**src/hdl/gas_ram.sv**
```systemverilog
// Simple dual-port synchronous RAM, one write and one registered read port.
// Generic; no package dependencies.
module gas_ram #(
    parameter int WIDTH = 64,
    parameter int DEPTH = 64
) (
    input  logic                             i_clk,
    input  logic                             i_we,
    input  logic [$clog2(DEPTH > 1 ? DEPTH : 2)-1:0] i_waddr,
    input  logic [WIDTH-1:0]                 i_wdata,
    input  logic [$clog2(DEPTH > 1 ? DEPTH : 2)-1:0] i_raddr,
    output logic [WIDTH-1:0]                 o_rdata
);
    logic [WIDTH-1:0] mem [DEPTH];

    // write port
    always_ff @(posedge i_clk) begin
        if (i_we) begin
            mem[i_waddr] <= i_wdata;
        end
    end

    // read port, registered
    always_ff @(posedge i_clk) begin
        o_rdata <= mem[i_raddr];
    end
endmodule

```
**config.mk**
```make
export PLATFORM = sky130hd
export DESIGN_NAME = gas_ram
export DESIGN_NICKNAME = d
export VERILOG_FILES = /design/src/hdl/gas_ram.sv
export SDC_FILE = /design/constraint.sdc
export NUM_CORES = 2
export LEC_CHECK = 0
export ABC_CLOCK_PERIOD_IN_PS = 8900
export BUFFER_PORTS_ARGS = -buffer_cell sky130_fd_sc_hd__buf_2
export CORE_UTILIZATION = 60
export CTS_CLUSTER_DIAMETER = 100
export DETAILED_ROUTE_END_ITERATION = 12
export PLACE_DENSITY = 0.88
export SLEW_MARGIN = 20
export SYNTH_ARGS = -nofsm -noshare
export SYNTH_HDL_FRONTEND = slang
export SYNTH_SLANG_ARGS = --single-unit
```
**constraint.sdc**
```tcl
create_clock -name i_clk -period 8.9 [get_ports i_clk]
set_clock_uncertainty 0.05 [all_clocks]
set_input_delay 0.445 -clock i_clk [delete_from_list [all_inputs] [get_ports i_clk]]
set_output_delay 0.445 -clock i_clk [all_outputs]
set_load 0.01 [all_outputs]
```
==> results of run 1 <==
-- cells in the mapped netlist, types with 26 or more instances --
library cell | instances | share of area, %
buf_2 | 170 | 0.54
or2_2 | 28 | 0.11
mux2i_1 | 135 | 0.86
nand2_1 | 58 | 0.14
or3_1 | 29 | 0.12
nor2b_1 | 28 | 0.11
clkbuf_1 | 140 | 0.34
nand3_1 | 45 | 0.14
o221ai_1 | 38 | 0.21
a22o_1 | 88 | 0.49
mux4_2 | 1024 | 15
a22oi_1 | 168 | 0.81
and3_1 | 64 | 0.26
nor2_1 | 112 | 0.27
o22ai_1 | 83 | 0.33
a41oi_1 | 26 | 0.15
dfxtp_1 | 64 | 0.82
a211oi_1 | 63 | 0.30
buf_4 | 34 | 0.16
edfxtp_1 | 4096 | 79
-- cell families after synthesis --
group	synth area share, %
flops	79.49
mux	15.61
compound gates	2.477
buf+inv	1.180
simple gates	1.240
-- per-layer routing --
metal  GRT usage (%)  GRT overflow
met5           2.831             0
met4           38.98             1
met3           22.30             0
met2           62.14             0
met1           47.81             0
-- stage by stage --
| step | instances | hold WS [ps] |
|---|---|---|
| 4_1_cts | 10665 | 65.81 |
| 3_5_place_dp | 9960 | 802.0 |
| 3_3_place_gp | 9960 | 774.5 |
| 2_1_floorplan | 6598 | 493.9 |
==> impl_metrics.py, run 1 <==
metrics = {
    "synth": {
        "synth_ff_type": "edfxtp_1",
        "async_reset_ff_share_pct": 0,
        "synth_edf_count": 4096,
        "yosysSeqAreaShare_pct": 79.49,
        "synth_cells": 6598,
        "synth_warnings": 0,
        "syn-mean-instance-area_um2": 23.70,
        "ys_ff_latch": 4160,
        "syn_area_um2": 156300,
        "synthDistinctLibCells": 33,
        "syn-num-nets": 6676,
    },
    "clocking": {
        "htree_levels": 5,
        "clockBufferDepth": 4,
        "root_buffer": "clkbuf_16",
        "cts_num_sinks": 4160,
        "holdBufCountCts": 0,
        "ctsResizeCount": 0,
        "post-cts-setup-buffers": 0,
        "cts_buffers": 395,
    },
    "placed_design": {
        "pre_cts_ws_ps": 4555,
        "placed_cell_area_um2": 161700,
        "port-buffer-count": 141,
        "hpwl_um": 254300,
        "gp_congestion": 0.8265,
    },
    "global_route": {
        "grt_use_total_pct": 43.71,
        "grt-ovfl-total": 1,
        "grt_max_degree": 149,
        "first_global_vias": 87948,
        "grt_pass1_wl_um": 758000,
    },
    "floorplan": {
        "die-height_um": 512.5,
        "initial_core_util_pct": 60.31,
        "boundaryPins": 142,
        "die_w_um": 512.5,
        "row_count": 187,
    },
    "run_status": {
        "status": "stopped before the end",
        "first-error": "[ERROR GRT-0116] Global routing finished with congestion. Check the congestion regions in the DRC Viewer.",
        "stop_stage": "global routing",
    },
}
==> inputs of run 2 (changes only) <==
- CORE_UTILIZATION: 60 -> 40
- CTS_CLUSTER_DIAMETER: 100 -> unset
- PLACE_DENSITY: 0.88 -> unset
- PLACE_DENSITY_LB_ADDON: unset -> 0.15
==> run 2 against run 1 <==
Compared with the run above: the flow now finishes, with violations (design-rule violations); synthesized cell count did not move; area after synthesis did not move.
==> impl_metrics.py, run 2 <==
metrics = {
    "run_status": {
        "violations": "design-rule violations",
        "status": "finished with violations",
    },
    "floorplan": {
        "die-height_um": 627.2,
        "boundaryPins": 142,
        "die_w_um": 627.2,
        "row_count": 229,
        "core-area_um2": 389100,
        "initial_core_util_pct": 40.18,
        "die_area_um2": 393400,
    },
    "sta": {
        "worst_slack_ps": 5704,
        "grt_setup_unrepaired": "false",
        "setup_viol": 0,
        "period_share_pct": 35.91,
        "fmax_mhz": 312.9,
        "slew_headroom_pct": 23.49,
        "period_needed_ps": 3196,
        "hold_violations": 0,
        "tightest_slew_ps": 1145,
        "setup-tns-final_ps": 0,
        "drv_slew": 0,
    },
    "layout": {
        "largest_register_ffs": 4096,
        "drive_gt1_share_pct": 28.57,
        "nNetsFinal": 7128,
        "largestRegisters": "mem: 4096 flops, o_rdata: 64 flops",
        "final_cells": 12622,
        "final_common_cell": "edfxtp_1",
        "multi_input_area_um2": 30790,
        "regArea_um2": 124300,
        "areaGrowthSynthToFinish_pct": 14.60,
        "top_register": "mem",
        "fillers": 32466,
        "most-common-layout-cells": "4096 x edfxtp_1, 1024 x mux4_2, 439 x clkbuf_16",
    },
    "global_route": {
        "first_global_vias": 76999,
        "antenna_found_initial": 27,
        "grt-ovfl-total": 0,
        "grt_max_degree": 110,
        "grt_pass1_wl_um": 639100,
        "grt_use_total_pct": 23.52,
    },
    "detailed_routing": {
        "routedWlPerCell_um": 36.75,
        "drt_iter0_drc": 8724,
        "num_vias": 75021,
        "route.antenna.remaining_nets": 0,
        "remaining_drc_errors": 18,
        "via_per_inst": 5.944,
        "dr.pass1.iters": 10,
        "routed_wirelength_um": 463800,
    },
    "placed_design": {
        "pre_cts_ws_ps": 4600,
        "hpwl_um": 247600,
        "dp.cells": 11775,
        "port-buffer-count": 141,
        "gp_congestion": 0.7520,
    },
    "clocking": {
        "htree_levels": 5,
        "clock_latency_ps": 1000,
        "cts_buffers": 434,
        "ctsResizeCount": 0,
        "clockBufferDepth": 4,
        "cts_num_sinks": 4160,
        "clkTransAtPathRegs_ps": 60,
        "root_buffer": "clkbuf_16",
        "cts_tree": "built",
    },
    "pwr": {
        "p_leak_nw": 55.60,
        "powerDensity_nw_per_um2": 235.3,
        "finalPower_mw": 42.15,
        "ir_drop_uv": 176.5,
    },
    "worst_setup_path": {
        "r2r-start": "mem[61][8]",
        "cp_max_fo": 28,
        "worst-r2r-cell-count": 5,
        "cp.required_ps": 9410,
        "worst_setup_path_start_kind": "input port",
        "end_kind": "register",
        "r2r_slack_ps": 6410,
        "timing.rr.end": "o_rdata[8]",
        "critPathKind": "input port to register",
        "arrival_ps": 3710,
    },
    "synth": {
        "synth_warnings": 0,
        "yosysSeqAreaShare_pct": 79.49,
        "ys_ff_latch": 4160,
        "synth.most_common_cell": "edfxtp_1",
        "synth_edf_count": 4096,
        "syn_area_um2": 156300,
        "ys_top_cells_by_count": "4096 x edfxtp_1, 1024 x mux4_2, 170 x buf_2, 168 x a22oi_1, 140 x clkbuf_1",
        "async_reset_ff_share_pct": 0,
        "yosys.area.top_type": "edfxtp_1",
        "syn-mean-instance-area_um2": 23.70,
        "synth_cells": 6598,
        "synthDistinctLibCells": 33,
        "synthTopCellsByArea": "edfxtp_1 79%, mux4_2 15%, mux2i_1 0.86%, dfxtp_1 0.82%, a22oi_1 0.81%",
        "syn-num-nets": 6676,
        "synth.top_cell.area_share_pct": 78.67,
        "synth_ff_type": "edfxtp_1",
    },
    "min_path": {
        "hold_end": "mem[25][37]",
        "holdPathStages": 1,
        "min-delay-start": "i_wdata[37]",
        "holdCritPathClass": "input port to register",
    },
    "flow_run": {
        "maxCapViolCount": 0,
    },
}
run 2: where the power goes:
part | internal, mW | total (mW) | switching [mW]
registers | 21.7 | 21.8 | 0.108
logic | 0.680 | 1.90 | 1.22
clock network | 10.8 | 18.5 | 7.66
total | 33.2 | 42.2 | 8.98
run 2: metrics by stage:
step,hold slack [ps],util (%),cell area (µm²)
2_1_floorplan,493.9,-,156300
3_3_place_gp,767.5,42.20,164200
3_5_place_dp,776.2,42.21,164200
4_1_cts,46.19,45.93,178700
5_1_grt,-0.05140,46.04,179200
6_report,12.97,46.05,179200
run 2: metal layers:
metal  global-route usage (%)  wire, µm
met5                        0        92
met4                    5.515     11450
met1                    33.06    194900
met3                    3.215     28000
met2                    39.10    229400
run 2: cells by family (layout without fill, tap and decap cells):
group / Yosys count / after routing / share of synthesized area (%)
and+or+nand+nor: 386 / 386 / 1.240
buffers and inverters: 389 / 1207 / 1.180
AOI/OAI and AO/OA: 504 / 504 / 2.477
DFF: 4160 / 4160 / 79.49
muxes: 1159 / 1159 / 15.61
other: 0 / 9 / 0
run 2: area by class of cell:
type                       count  area share [%]
sequential                  4160           69.36
multi-input combinational   2049           17.19
clock buffer                 538           6.445
tap                         5197           3.629
timing repair buffer         386           1.705
clock inverter               264           1.622
inverter                      19         0.03980
antenna                        9         0.01257
run 2: how the worst max path moves through the flow:
stage,from,to,slack [ps]
3_3_place_gp,i_raddr[2],o_rdata[5],4420
6_report,i_waddr[5],mem[26][0],5700
5_1_grt,i_raddr[0],o_rdata[27],5520
4_1_cts,i_raddr[2],o_rdata[8],5640
2_1_floorplan,i_waddr[3],mem[48][0],2970
3_5_place_dp,i_raddr[2],o_rdata[8],4600
run 2: what timing repair did:
action	in CTS	in global routing
hold buffers	1	33
setup endpoints to repair	0	0
endpoints found under the hold margin	64	1210
buffers inserted	0	0
run 2: worst max-delay path: stages:
cell	delay, ps
buf_2	160
nand3b_1	710
nor2_4	770
buf_4	700
buf_4	740
Power figures use the tool's default switching activity.
